### src/rtl/core/debounced_threshold_alarm_core_assert.svh
// Assertion macros shared by the alarm core modules.
// No dependencies; define NO_ASSERTIONS to compile them out.
`ifndef DEBOUNCED_THRESHOLD_ALARM_CORE_ASSERT_SVH
`define DEBOUNCED_THRESHOLD_ALARM_CORE_ASSERT_SVH
`ifndef NO_ASSERTIONS
// Property checked on every clock edge outside reset.
`define DTA_ASSERT(lbl, clk, rstn, prop) \
  lbl: assert property (@(posedge clk) disable iff (!rstn) prop) \
    else $error("dta assertion failed");
// Property checked on every clock edge, reset included.
`define DTA_ASSERT_ALWAYS(lbl, clk, prop) \
  lbl: assert property (@(posedge clk) prop) \
    else $error("dta assertion failed");
`else
`define DTA_ASSERT(lbl, clk, rstn, prop)
`define DTA_ASSERT_ALWAYS(lbl, clk, prop)
`endif
`endif

### src/rtl/core/dta_pkg.sv
// Package for the debounced threshold alarm core: codes, widths, structs.
// No dependencies; imported by all core modules.
`timescale 1ns / 1ps
package dta_pkg;

  localparam int CountWidth = 8;   // saturating counter width (2..16)
  localparam int DebWidth   = 8;   // debounce register width
  localparam int CmpWidth   = (CountWidth > DebWidth) ? CountWidth : DebWidth;
  localparam int ValWidth   = 16;  // common signed width for both channels
  localparam int FieldWidth = 15;
  localparam int NumLanes   = 2;
  localparam int QueueDepth = 4;
  localparam int CritDev    = 500; // 5.00 in hundredths
  localparam int WarnDev    = 200; // 2.00 in hundredths

  typedef enum logic [1:0] {
    KindHigh    = 2'd0,
    KindLow     = 2'd1,
    KindRecover = 2'd2,
    KindStatus  = 2'd3
  } dta_kind_e;

  typedef enum logic [1:0] {
    SevInfo = 2'd0,
    SevWarn = 2'd1,
    SevCrit = 2'd2
  } dta_sev_e;

  typedef enum logic {
    ChanTemp = 1'b0,
    ChanHum  = 1'b1
  } dta_chan_e;

  typedef enum logic {
    FuncSample = 1'b0,
    FuncClear  = 1'b1
  } dta_func_e;

  typedef enum logic [2:0] {
    RegEnable  = 3'd0,
    RegTempLo  = 3'd1,
    RegTempHi  = 3'd2,
    RegHumLo   = 3'd3,
    RegHumHi   = 3'd4,
    RegDebounce = 3'd5
  } dta_reg_e;

  typedef struct packed {
    logic                       eval;     // accepted, enabled sample
    logic                       clr_all;  // clear command
    logic                       clr_cnt;  // configuration write
    dta_chan_e                  chan;
    logic signed [ValWidth-1:0] value;
    logic signed [ValWidth-1:0] lo;
    logic signed [ValWidth-1:0] hi;
    logic [DebWidth-1:0]        debounce;
  } dta_lane_ctl_t;

  typedef struct packed {
    logic                  fire;
    dta_kind_e             kind;
    dta_sev_e              sev;
    logic [FieldWidth-1:0] value;
    logic [FieldWidth-1:0] thr;
    logic                  listed_q;
    logic                  listed_d;
  } dta_lane_res_t;

  typedef struct packed {
    dta_chan_e             chan;
    dta_kind_e             kind;
    dta_sev_e              sev;
    logic [FieldWidth-1:0] value;
    logic [FieldWidth-1:0] thr;
    logic [1:0]            mask;
    logic                  last;
  } dta_result_t;

endpackage

### src/rtl/core/dta_in_if.sv
// Sample/command input channel of the alarm core.
// Depends on nothing; widths fixed by the sample format.
`timescale 1ns / 1ps
interface dta_in_if;
  logic        valid;
  logic        ready;
  logic        func;
  logic [14:0] temp_sample;
  logic [13:0] hum_sample;

  modport source (output valid, func, temp_sample, hum_sample, input ready);
  modport sink (input valid, func, temp_sample, hum_sample, output ready);
endinterface

### src/rtl/core/dta_out_if.sv
// Event output channel of the alarm core.
// Depends on nothing; widths fixed by the event format.
`timescale 1ns / 1ps
interface dta_out_if;
  logic        valid;
  logic        ready;
  logic        event_channel;
  logic [1:0]  event_kind;
  logic [1:0]  severity;
  logic [14:0] event_value;
  logic [14:0] event_threshold;
  logic [1:0]  active_mask;
  logic        last;

  modport source (output valid, event_channel, event_kind, severity, event_value,
                  event_threshold, active_mask, last, input ready);
  modport sink (input valid, event_channel, event_kind, severity, event_value,
                event_threshold, active_mask, last, output ready);
endinterface

### src/rtl/core/dta_cfg_if.sv
// Configuration write channel of the alarm core.
// Depends on nothing; data is as wide as the widest register.
`timescale 1ns / 1ps
interface dta_cfg_if;
  logic        valid;
  logic        ready;
  logic [2:0]  reg_idx;
  logic [14:0] wdata;

  modport source (output valid, reg_idx, wdata, input ready);
  modport sink (input valid, reg_idx, wdata, output ready);
endinterface

### src/rtl/core/dta_lane.sv
// One channel lane: window compare, debounce counters, alarm flags, severity.
// Depends on dta_pkg and the assertion macro header.
`timescale 1ns / 1ps
`include "debounced_threshold_alarm_core_assert.svh"
module dta_lane
  import dta_pkg::*;
(
  input  logic          clk_i,
  input  logic          rst_ni,
  input  dta_lane_ctl_t ctl_i,
  output dta_lane_res_t res_o
);

  logic [CountWidth-1:0] above_q, above_d, below_q, below_d, rec_q, rec_d;
  logic                  hi_flag_q, hi_flag_d, lo_flag_q, lo_flag_d;
  logic                  listed_q, listed_d;

  logic                  above, below, idle, trig_hi, trig_lo, recover;
  logic [CountWidth-1:0] above_inc, below_inc, rec_inc;
  logic [CmpWidth-1:0]   deb_ext;
  logic signed [ValWidth-1:0] thr;
  logic signed [ValWidth:0]   diff;
  logic [ValWidth:0]          mag;
  dta_sev_e                   trig_sev;

  function automatic logic [CountWidth-1:0] sat_inc(input logic [CountWidth-1:0] c);
    sat_inc = (&c) ? c : c + CountWidth'(1);
  endfunction

  always_comb begin
    above     = ctl_i.value > ctl_i.hi;
    below     = ctl_i.value < ctl_i.lo;
    above_inc = above ? sat_inc(above_q) : '0;
    below_inc = below ? sat_inc(below_q) : '0;
    rec_inc   = (!above && !below) ? sat_inc(rec_q) : '0;
    deb_ext   = CmpWidth'(ctl_i.debounce);
    idle      = !hi_flag_q && !lo_flag_q;
    trig_hi   = idle && (CmpWidth'(above_inc) >= deb_ext);
    trig_lo   = idle && !trig_hi && (CmpWidth'(below_inc) >= deb_ext);
    recover   = !idle && (CmpWidth'(rec_inc) >= deb_ext);

    thr  = trig_lo ? ctl_i.lo : ctl_i.hi;
    diff = {ctl_i.value[ValWidth-1], ctl_i.value} - {thr[ValWidth-1], thr};
    mag  = diff[ValWidth] ? (~diff + (ValWidth+1)'(1)) : diff;
    if (ctl_i.chan == ChanHum) begin
      trig_sev = SevWarn;
    end else if (mag > (ValWidth+1)'(CritDev)) begin
      trig_sev = SevCrit;
    end else if (mag > (ValWidth+1)'(WarnDev)) begin
      trig_sev = SevWarn;
    end else begin
      trig_sev = SevInfo;
    end
  end

  always_comb begin
    above_d   = above_q;
    below_d   = below_q;
    rec_d     = rec_q;
    hi_flag_d = hi_flag_q;
    lo_flag_d = lo_flag_q;
    listed_d  = listed_q;
    if (ctl_i.clr_all) begin
      above_d = '0; below_d = '0; rec_d = '0;
      hi_flag_d = 1'b0; lo_flag_d = 1'b0; listed_d = 1'b0;
    end else if (ctl_i.clr_cnt) begin
      // keep the listed mark across a config write
      above_d = '0; below_d = '0; rec_d = '0;
      hi_flag_d = 1'b0; lo_flag_d = 1'b0;
    end else if (ctl_i.eval) begin
      above_d = above_inc;
      below_d = below_inc;
      if (trig_hi) begin
        hi_flag_d = 1'b1;
        below_d   = '0;
        listed_d  = 1'b1;
      end else if (trig_lo) begin
        lo_flag_d = 1'b1;
        above_d   = '0;
        listed_d  = 1'b1;
      end else if (!idle) begin
        rec_d = recover ? '0 : rec_inc;
        if (recover) begin
          hi_flag_d = 1'b0;
          lo_flag_d = 1'b0;
          listed_d  = 1'b0;
        end
      end
    end
  end

  always_comb begin
    res_o.fire     = ctl_i.eval && !ctl_i.clr_all && !ctl_i.clr_cnt &&
                     (trig_hi || trig_lo || recover);
    res_o.kind     = trig_hi ? KindHigh : (trig_lo ? KindLow : KindRecover);
    res_o.sev      = (trig_hi || trig_lo) ? trig_sev : SevInfo;
    res_o.value    = ctl_i.value[FieldWidth-1:0];
    res_o.thr      = thr[FieldWidth-1:0];
    res_o.listed_q = listed_q;
    res_o.listed_d = listed_d;
  end

  always_ff @(posedge clk_i or negedge rst_ni) begin
    if (!rst_ni) begin
      above_q   <= '0;
      below_q   <= '0;
      rec_q     <= '0;
      hi_flag_q <= 1'b0;
      lo_flag_q <= 1'b0;
      listed_q  <= 1'b0;
    end else begin
      above_q   <= above_d;
      below_q   <= below_d;
      rec_q     <= rec_d;
      hi_flag_q <= hi_flag_d;
      lo_flag_q <= lo_flag_d;
      listed_q  <= listed_d;
    end
  end

  `DTA_ASSERT_ALWAYS(a_flags_excl, clk_i, !(hi_flag_q && lo_flag_q))
  `DTA_ASSERT(a_clear_all, clk_i, rst_ni, ctl_i.clr_all |=> (!listed_q && idle && above_q == '0))
  `DTA_ASSERT(a_fire_on_eval, clk_i, rst_ni, res_o.fire |-> ctl_i.eval)

endmodule

### src/rtl/core/dta_merge.sv
// Merge stage: orders lane events, fixes masks and last, queues results.
// Depends on dta_pkg, dta_out_if and the assertion macro header.
`timescale 1ns / 1ps
`include "debounced_threshold_alarm_core_assert.svh"
module dta_merge
  import dta_pkg::*;
(
  input  logic                         clk_i,
  input  logic                         rst_ni,
  input  logic                         smp_acc_i,
  input  logic                         clr_acc_i,
  input  dta_lane_res_t [NumLanes-1:0] lane_i,
  output logic                         in_ready_o,
  dta_out_if.source                    res_o
);

  localparam int PtrW = $clog2(QueueDepth);
  localparam int CntW = $clog2(QueueDepth + 1);

  dta_result_t         q_q [QueueDepth];
  logic [PtrW-1:0]     wr_ptr_q, wr_ptr_d, rd_ptr_q, rd_ptr_d, wr_nxt;
  logic [CntW-1:0]     count_q, count_d;
  dta_result_t         r0, r1, ev_temp, ev_hum;
  logic [1:0]          n;
  logic                pop;

  always_comb begin
    // temperature goes first, so its mask still shows the old humidity mark
    ev_temp.chan  = ChanTemp;
    ev_temp.kind  = lane_i[0].kind;
    ev_temp.sev   = lane_i[0].sev;
    ev_temp.value = lane_i[0].value;
    ev_temp.thr   = lane_i[0].thr;
    ev_temp.mask  = {lane_i[1].listed_q, lane_i[0].listed_d};
    ev_temp.last  = !lane_i[1].fire;

    ev_hum.chan  = ChanHum;
    ev_hum.kind  = lane_i[1].kind;
    ev_hum.sev   = lane_i[1].sev;
    ev_hum.value = lane_i[1].value;
    ev_hum.thr   = lane_i[1].thr;
    ev_hum.mask  = {lane_i[1].listed_d, lane_i[0].listed_d};
    ev_hum.last  = 1'b1;

    r1 = ev_hum;
    if (clr_acc_i) begin
      r0      = '0;
      r0.kind = KindStatus;
      r0.last = 1'b1;
      n = (lane_i[0].listed_q || lane_i[1].listed_q) ? 2'd1 : 2'd0;
    end else if (smp_acc_i) begin
      r0 = lane_i[0].fire ? ev_temp : ev_hum;
      n  = 2'({1'b0, lane_i[0].fire} + {1'b0, lane_i[1].fire});
    end else begin
      r0 = ev_temp;
      n  = 2'd0;
    end
  end

  always_comb begin
    pop        = res_o.valid && res_o.ready;
    in_ready_o = count_q <= CntW'(QueueDepth - 2);
    wr_nxt     = wr_ptr_q + PtrW'(1);
    wr_ptr_d   = wr_ptr_q + PtrW'(n);
    rd_ptr_d   = rd_ptr_q + PtrW'(pop);
    count_d    = count_q + CntW'(n) - CntW'(pop);
  end

  always_ff @(posedge clk_i or negedge rst_ni) begin
    if (!rst_ni) begin
      wr_ptr_q <= '0;
      rd_ptr_q <= '0;
      count_q  <= '0;
    end else begin
      wr_ptr_q <= wr_ptr_d;
      rd_ptr_q <= rd_ptr_d;
      count_q  <= count_d;
    end
  end

  always_ff @(posedge clk_i) begin
    if (n != 2'd0) begin
      q_q[wr_ptr_q] <= r0;
    end
    if (n == 2'd2) begin
      q_q[wr_nxt] <= r1;
    end
  end

  assign res_o.valid           = count_q != '0;
  assign res_o.event_channel   = q_q[rd_ptr_q].chan;
  assign res_o.event_kind      = q_q[rd_ptr_q].kind;
  assign res_o.severity        = q_q[rd_ptr_q].sev;
  assign res_o.event_value     = q_q[rd_ptr_q].value;
  assign res_o.event_threshold = q_q[rd_ptr_q].thr;
  assign res_o.active_mask     = q_q[rd_ptr_q].mask;
  assign res_o.last            = q_q[rd_ptr_q].last;

  `DTA_ASSERT(a_no_overflow, clk_i, rst_ni, count_q <= CntW'(QueueDepth))
  `DTA_ASSERT(a_push_room, clk_i, rst_ni, (n != 2'd0) |-> in_ready_o)
  `DTA_ASSERT(a_pop_only, clk_i, rst_ni, (pop && n == 2'd0) |=> (count_q == $past(count_q) - CntW'(1)))

endmodule

### src/rtl/core/debounced_threshold_alarm_core.sv
// Debounced window threshold alarm: two channel lanes, event merge queue.
// Depends on dta_pkg, dta_in_if, dta_out_if, dta_cfg_if, dta_lane, dta_merge.
//
// Usage:
//   sample_i carries one beat per sample or clear command (func). Each beat
//   updates the temperature and humidity lanes in the cycle it is accepted;
//   the lanes work side by side and the merge stage writes their events
//   (temperature first) into a four-entry result queue.
//   result_o delivers the events, one per beat, last marking the final event
//   of a sample. The events of a beat are written into the queue as it is accepted.
//   Throughput: one sample per cycle while the queue holds two or fewer
//   events; a sample with two events needs two result beats to drain.
//   When the receiver stalls, events stay in the queue and sample_i.ready
//   drops once fewer than two queue entries are free.
//   cfg_i is always ready; write registers only while no events are pending.
//   Reset loads the default limits and clears all counters, flags and the
//   result queue; no clearing pass is needed.
`timescale 1ns / 1ps
module debounced_threshold_alarm_core
  import dta_pkg::*;
(
  input  logic       clk_i,
  input  logic       rst_ni,
  dta_in_if.sink     sample_i,
  dta_cfg_if.sink    cfg_i,
  dta_out_if.source  result_o
);

  logic [2:0]            enable_q;
  logic signed [14:0]    temp_lo_q, temp_hi_q;
  logic [13:0]           hum_lo_q, hum_hi_q;
  logic [DebWidth-1:0]   deb_q;

  logic                  in_ready, in_acc, smp_acc, clr_acc, cfg_acc, cfg_hit;
  dta_lane_ctl_t [NumLanes-1:0] lane_ctl;
  dta_lane_res_t [NumLanes-1:0] lane_res;

  assign cfg_i.ready     = 1'b1;
  assign sample_i.ready  = in_ready;
  assign in_acc          = sample_i.valid && in_ready;
  assign smp_acc         = in_acc && (sample_i.func == FuncSample);
  assign clr_acc         = in_acc && (sample_i.func == FuncClear);
  assign cfg_acc         = cfg_i.valid && cfg_i.ready;

  always_comb begin
    case (cfg_i.reg_idx)
      RegEnable, RegTempLo, RegTempHi, RegHumLo, RegHumHi, RegDebounce: cfg_hit = 1'b1;
      default: cfg_hit = 1'b0;
    endcase
  end

  always_ff @(posedge clk_i or negedge rst_ni) begin
    if (!rst_ni) begin
      enable_q  <= 3'd7;
      temp_lo_q <= 15'sd1000;
      temp_hi_q <= 15'sd3500;
      hum_lo_q  <= 14'd2000;
      hum_hi_q  <= 14'd8000;
      deb_q     <= DebWidth'(3);
    end else if (cfg_acc) begin
      case (cfg_i.reg_idx)
        RegEnable:   enable_q  <= cfg_i.wdata[2:0];
        RegTempLo:   temp_lo_q <= cfg_i.wdata;
        RegTempHi:   temp_hi_q <= cfg_i.wdata;
        RegHumLo:    hum_lo_q  <= cfg_i.wdata[13:0];
        RegHumHi:    hum_hi_q  <= cfg_i.wdata[13:0];
        RegDebounce: deb_q     <= cfg_i.wdata[DebWidth-1:0];
        default: ;
      endcase
    end
  end

  always_comb begin
    lane_ctl[0].eval     = smp_acc && enable_q[0] && enable_q[1];
    lane_ctl[0].clr_all  = clr_acc;
    lane_ctl[0].clr_cnt  = cfg_acc && cfg_hit;
    lane_ctl[0].chan     = ChanTemp;
    lane_ctl[0].value    = {sample_i.temp_sample[14], sample_i.temp_sample};
    lane_ctl[0].lo       = {temp_lo_q[14], temp_lo_q};
    lane_ctl[0].hi       = {temp_hi_q[14], temp_hi_q};
    lane_ctl[0].debounce = deb_q;

    lane_ctl[1].eval     = smp_acc && enable_q[0] && enable_q[2];
    lane_ctl[1].clr_all  = clr_acc;
    lane_ctl[1].clr_cnt  = cfg_acc && cfg_hit;
    lane_ctl[1].chan     = ChanHum;
    lane_ctl[1].value    = {2'b00, sample_i.hum_sample};
    lane_ctl[1].lo       = {2'b00, hum_lo_q};
    lane_ctl[1].hi       = {2'b00, hum_hi_q};
    lane_ctl[1].debounce = deb_q;
  end

  dta_lane u_lane_temp (
    .clk_i  (clk_i),
    .rst_ni (rst_ni),
    .ctl_i  (lane_ctl[0]),
    .res_o  (lane_res[0])
  );

  dta_lane u_lane_hum (
    .clk_i  (clk_i),
    .rst_ni (rst_ni),
    .ctl_i  (lane_ctl[1]),
    .res_o  (lane_res[1])
  );

  dta_merge u_merge (
    .clk_i      (clk_i),
    .rst_ni     (rst_ni),
    .smp_acc_i  (smp_acc),
    .clr_acc_i  (clr_acc),
    .lane_i     (lane_res),
    .in_ready_o (in_ready),
    .res_o      (result_o)
  );

endmodule
### src/flat_wrapper.sv
// flat-port wrapper written by rule: the top's interface ports become plain ports
module debounced_threshold_alarm_core_flat import dta_pkg::*;
  (clk_i, rst_ni, sample_i_valid, sample_i_func, sample_i_temp_sample, sample_i_hum_sample, sample_i_ready, cfg_i_valid, cfg_i_reg_idx, cfg_i_wdata, cfg_i_ready, result_o_valid, result_o_event_channel, result_o_event_kind, result_o_severity, result_o_event_value, result_o_event_threshold, result_o_active_mask, result_o_last, result_o_ready);
  dta_in_if sample_i_i ();
  dta_cfg_if cfg_i_i ();
  dta_out_if result_o_i ();
  input  logic clk_i;
  input  logic rst_ni;
  input wire logic [$bits(sample_i_i.valid)-1:0] sample_i_valid;
  input wire logic [$bits(sample_i_i.func)-1:0] sample_i_func;
  input wire logic [$bits(sample_i_i.temp_sample)-1:0] sample_i_temp_sample;
  input wire logic [$bits(sample_i_i.hum_sample)-1:0] sample_i_hum_sample;
  output wire logic [$bits(sample_i_i.ready)-1:0] sample_i_ready;
  input wire logic [$bits(cfg_i_i.valid)-1:0] cfg_i_valid;
  input wire logic [$bits(cfg_i_i.reg_idx)-1:0] cfg_i_reg_idx;
  input wire logic [$bits(cfg_i_i.wdata)-1:0] cfg_i_wdata;
  output wire logic [$bits(cfg_i_i.ready)-1:0] cfg_i_ready;
  output wire logic [$bits(result_o_i.valid)-1:0] result_o_valid;
  output wire logic [$bits(result_o_i.event_channel)-1:0] result_o_event_channel;
  output wire logic [$bits(result_o_i.event_kind)-1:0] result_o_event_kind;
  output wire logic [$bits(result_o_i.severity)-1:0] result_o_severity;
  output wire logic [$bits(result_o_i.event_value)-1:0] result_o_event_value;
  output wire logic [$bits(result_o_i.event_threshold)-1:0] result_o_event_threshold;
  output wire logic [$bits(result_o_i.active_mask)-1:0] result_o_active_mask;
  output wire logic [$bits(result_o_i.last)-1:0] result_o_last;
  input wire logic [$bits(result_o_i.ready)-1:0] result_o_ready;
  assign sample_i_i.valid = sample_i_valid;
  assign sample_i_i.func = sample_i_func;
  assign sample_i_i.temp_sample = sample_i_temp_sample;
  assign sample_i_i.hum_sample = sample_i_hum_sample;
  assign sample_i_ready = sample_i_i.ready;
  assign cfg_i_i.valid = cfg_i_valid;
  assign cfg_i_i.reg_idx = cfg_i_reg_idx;
  assign cfg_i_i.wdata = cfg_i_wdata;
  assign cfg_i_ready = cfg_i_i.ready;
  assign result_o_valid = result_o_i.valid;
  assign result_o_event_channel = result_o_i.event_channel;
  assign result_o_event_kind = result_o_i.event_kind;
  assign result_o_severity = result_o_i.severity;
  assign result_o_event_value = result_o_i.event_value;
  assign result_o_event_threshold = result_o_i.event_threshold;
  assign result_o_active_mask = result_o_i.active_mask;
  assign result_o_last = result_o_i.last;
  assign result_o_i.ready = result_o_ready;
  debounced_threshold_alarm_core u_core (.clk_i(clk_i), .rst_ni(rst_ni), .sample_i(sample_i_i), .cfg_i(cfg_i_i), .result_o(result_o_i));
endmodule
### config.mk
export PLATFORM = sky130hd
export DESIGN_NAME = debounced_threshold_alarm_core_flat
export DESIGN_NICKNAME = d
export VERILOG_FILES = /design/src/rtl/core/dta_pkg.sv /design/src/rtl/core/dta_in_if.sv /design/src/rtl/core/dta_out_if.sv /design/src/rtl/core/dta_cfg_if.sv /design/src/rtl/core/dta_lane.sv /design/src/rtl/core/dta_merge.sv /design/src/rtl/core/debounced_threshold_alarm_core.sv /design/src/flat_wrapper.sv
export VERILOG_INCLUDE_DIRS = /design/src /design/src/rtl/core
export SDC_FILE = /design/constraint.sdc
export NUM_CORES = 1
export LEC_CHECK = 0
export BUFFER_PORTS_ARGS = -buffer_cell sky130_fd_sc_hd__buf_2
export CORE_MARGIN = 10
export CORE_UTILIZATION = 40
export CTS_CLUSTER_DIAMETER = 40
export DETAILED_ROUTE_END_ITERATION = 7
export PLACE_DENSITY = 0.63
export SYNTH_ARGS = -nofsm -noshare
export SYNTH_HDL_FRONTEND = slang
export SYNTH_SLANG_ARGS = --single-unit
### constraint.sdc
create_clock -name clk_i -period 13.14 [get_ports clk_i]
set_clock_uncertainty 0.2 [all_clocks]
set_input_delay 1.314 -clock clk_i [delete_from_list [all_inputs] [get_ports clk_i]]
set_output_delay 1.314 -clock clk_i [all_outputs]
set_load 0.01 [all_outputs]
==> impl_metrics.json <==
{
  "worstSetupPathType": "in2reg",
  "dpl.hpwl_um": 38420,
  "synthSimpleGateAreaFrac_pct": 12.74,
  "grt_use_total_pct": 20.10,
  "num-fill-cells": 3976,
  "synth-xor-area-share_pct": 1.852,
  "clock_power_share_pct": 35.6,
  "min_from": "u_core.u_merge.q_q[1][17]",
  "final_util_pct": 46.82,
  "h-tree-depth": 2,
  "ys.warnings.count": 0,
  "worst_hold_path_type": "reg2reg",
  "netlist.area_leader.share_pct": 22.74,
  "firstDrtPassIters": 7,
  "yosysMostFrequentCell": "nand2_1",
  "cts-root-buf": "clkbuf_16",
  "max_freq_mhz": 116.3,
  "slew_headroom_pct": 23.75,
  "status": "complete, no violations",
  "ys_ff_latch": 282,
  "wl_per_cell_um": 22.23,
  "powerDensity_mw_per_mm2": 176.6,
  "synth_edf_count": 132,
  "critPathCaptureType": "register",
  "yosys.area_share.adder_pct": 9.706,
  "p_comb_share_pct": 33.7,
  "whs_endpoint": "u_core.u_merge.q_q[1][17]",
  "place_congestion": 0.9101,
  "grt_max_degree": 78,
  "insertion_delay_ns": 0.57,
  "portBuffers": 92,
  "synth_area_leaders": "edfxtp_1 (23%), dfrtp_1 (14%), ha_1 (9.5%)",
  "synth.avg_cell_area_um2": 10.34,
  "whs_path_depth": 2,
  "drc": 0,
  "die_x_um": 228.7,
  "rr_startpoint": "u_core.temp_hi_q[7]",
  "cts_buffer_depth": 3,
  "synth_ff_type": "edfxtp_1",
  "intPower_mw": 2.317,
  "netlist_area_mm2": 0.01743,
  "drive_gt1_share_pct": 18.66,
  "antenna_found_initial": 3,
  "grt-ovfl-total": 0,
  "max_stage_delay_ns": 0.59,
  "timing.rr.end": "u_core.u_merge.q_q[2][34]",
  "die_height_um": 228.7,
  "ctsHoldBuffers": 0,
  "synth_area_leader_cell": "edfxtp_1",
  "switching_share_pct": 34.92,
  "io_pins": 94,
  "grt_pass1_vias": 13760,
  "grt_pass1_wl_um": 82750,
  "cp.arrival_ns": 8.84,
  "setup-violations-final": 0,
  "cts_buffers": 46,
  "path_max_fanout": 33,
  "rows": 76,
  "rr_worst_depth": 30,
  "drt_iter0_drc": 1275,
  "worstMarginPinSlew_ns": 1.140,
  "finalSetupTns_ns": 0,
  "fin_nets": 1972,
  "ant_nets": 0,
  "area_growth_pct": 15.72,
  "async_flop_share_pct": 46.10,
  "path_clk_slew_ns": 0.05,
  "synth-compound-area-share_pct": 20.17,
  "period_share_pct": 65.41,
  "critPathBufInv": 2,
  "synth_top_family_by_area": "compound AO/OA/AOI/OAI gates",
  "ys_seq_area_share_pct": 43.92,
  "cts_resized": 0,
  "initial_utilization_pct": 40.46,
  "coreArea_mm2": 0.04308,
  "rrSetupSlack_ns": 4.99,
  "clock_sink_count": 282,
  "drt_wl_total_um": 53530,
  "cts_tree": "yes",
  "crit_required_ns": 13.39,
  "start_kind": "primary input",
  "p_leak_nw": 8.299,
  "ir_drop_uv": 105.4,
  "synth_cell_type_count": 86,
  "cap_viol_max_count": 0,
  "p_switching_mw": 1.244,
  "synthTopCellsByCount": "nand2_1 (141), edfxtp_1 (132), ha_1 (132)",
  "synthesis.instances": 1685,
  "syn_nets": 1872,
  "routed_via_density": 5.939,
  "rsz0062_at_grt": "no",
  "slew_violations": 0,
  "post-cts-setup-buffers": 0,
  "crit_path_top_delay_cell": "or4b_1",
  "via_count": 14300,
  "hold_violations": 0,
  "seqPwrFrac_pct": 30.7,
  "synthMuxAreaShare_pct": 8.205,
  "crit_family": "compound AO/OA/AOI/OAI gates",
  "timing.final.crit_period_ns": 8.595,
  "die_area_mm2": 0.05232,
  "cpMostUsedCell": "ha_1"
}
==> power by group through the flow <==
stage	sequential, mW	combinational (mW)	clock [mW]
after CTS	1.09	1.20	1.29
final	1.09	1.20	1.27
after floorplan	1.09	0.837	0
after global routing	1.11	1.32	1.33
after detailed placement	1.11	1.19	0
after global placement	1.10	1.18	0
==> logic make-up after synthesis <==
logic type,count (synthesis)
other,1
adders and majority gates,134
DFF,282
buffers and inverters,151
muxes,90
AOI/OAI and AO/OA,521
xor gates and xnor gates,36
and+or+nand+nor,470
==> final cells by class <==
cell class                      count  area, um^2  share of cell area [%]
Multi-Input combinational cell   1252        9204                   45.63
Clock buffer                       49        1184                   5.869
Tap cell                          585       732.0                   3.629
Clock inverter                     36       436.7                   2.165
Antenna cell                        1       2.502                 0.01241
Timing Repair Buffer              111       609.3                   3.021
Sequential cell                   282        7656                   37.96
Inverter                           92       345.3                   1.712
==> tightest hold or removal path: cells and delay by family (launching register included) <==
kind | cells | cell delay (ns)
compound gates | 1 | 0.05
flops | 1 | 0.33
simple gates | 1 | 0.05
==> placed cells by master (no fill, tap or decap), types with 9 or more instances in the layout <==
| cell type | instances |
|---|---|
| a22o_1 | 74 |
| o31ai_1 | 12 |
| nor3_1 | 24 |
| dfxtp_1 | 20 |
| nor2b_1 | 13 |
| dfstp_2 | 30 |
| xor2_1 | 17 |
| ha_1 | 132 |
| and3_1 | 18 |
| nand4_1 | 13 |
| o22ai_1 | 83 |
| dfrtp_1 | 99 |
| xnor2_1 | 18 |
| nand2_1 | 141 |
| mux2_2 | 43 |
| a21o_1 | 32 |
| nor2_1 | 123 |
| a31oi_1 | 12 |
| and2_1 | 10 |
| inv_1 | 89 |
| mux4_2 | 38 |
| o21ai_0 | 104 |
| nand3_1 | 56 |
| a21oi_1 | 105 |
| edfxtp_1 | 132 |
| buf_4 | 19 |
| nand2b_1 | 21 |
| mux2i_1 | 9 |
| a211oi_1 | 11 |
| clkbuf_16 | 47 |
| buf_2 | 91 |
| or3_1 | 15 |
| o21a_1 | 15 |
==> metrics by stage <==
step | hold slack (ns) | cell area [um^2] | cells | total power [mW] | worst slack (ns)
after floorplan | 0.2198 | 17430 | 1685 | 1.924 | 4.987
after global placement | 0.2322 | 18550 | 2322 | 2.284 | 4.148
after detailed placement | 0.2405 | 18550 | 2322 | 2.302 | 4.053
after CTS | 0.2533 | 20170 | 2407 | 3.583 | 4.647
after global routing | 0.2785 | 20170 | 2407 | 3.759 | 4.073
final | 0.2559 | 20170 | 2408 | 3.561 | 4.545
==> per-layer routing <==
layer	global-route usage [%]	share of wire, %	vias to the layer above	wire length (um)
li1	-	-	6632	-
met1	28.06	45	7082	24160
met2	31.24	46	506	24390
met3	3.711	7.3	77	3925
met4	5.541	1.9	4	1035
met5	0	0.039	-	21
==> worst max path at each step <==
stage | from | endpoint | slack [ns] | cells after the start
2_1_floorplan | sample_i_temp_sample[1] | u_core.u_merge.q_q[2][34] | 4.99 | 33
3_3_place_gp | sample_i_temp_sample[1] | u_core.u_merge.q_q[2][34] | 4.15 | 30
3_5_place_dp | sample_i_temp_sample[1] | u_core.u_merge.q_q[2][34] | 4.05 | 30
4_1_cts | sample_i_temp_sample[1] | u_core.u_merge.q_q[2][34] | 4.65 | 30
5_1_grt | sample_i_temp_sample[1] | u_core.u_merge.q_q[2][34] | 4.07 | 31
6_report | sample_i_temp_sample[1] | u_core.u_merge.q_q[2][34] | 4.54 | 30
==> registers in the layout, indices dropped and copies added (netlist names), 8 cells and up <==
signal / flops
u_core.hum_lo_q: 14
u_core.u_lane_hum.below_q: 8
u_core.u_lane_temp.above_q: 8
u_core.u_lane_hum.above_q: 8
u_core.u_lane_temp.rec_q: 8
u_core.temp_lo_q: 15
u_core.u_merge.q_q: 152
u_core.deb_q: 8
u_core.hum_hi_q: 14
u_core.u_lane_hum.rec_q: 8
u_core.u_lane_temp.below_q: 8
u_core.temp_hi_q: 15
Power figures use the tool's default switching activity.
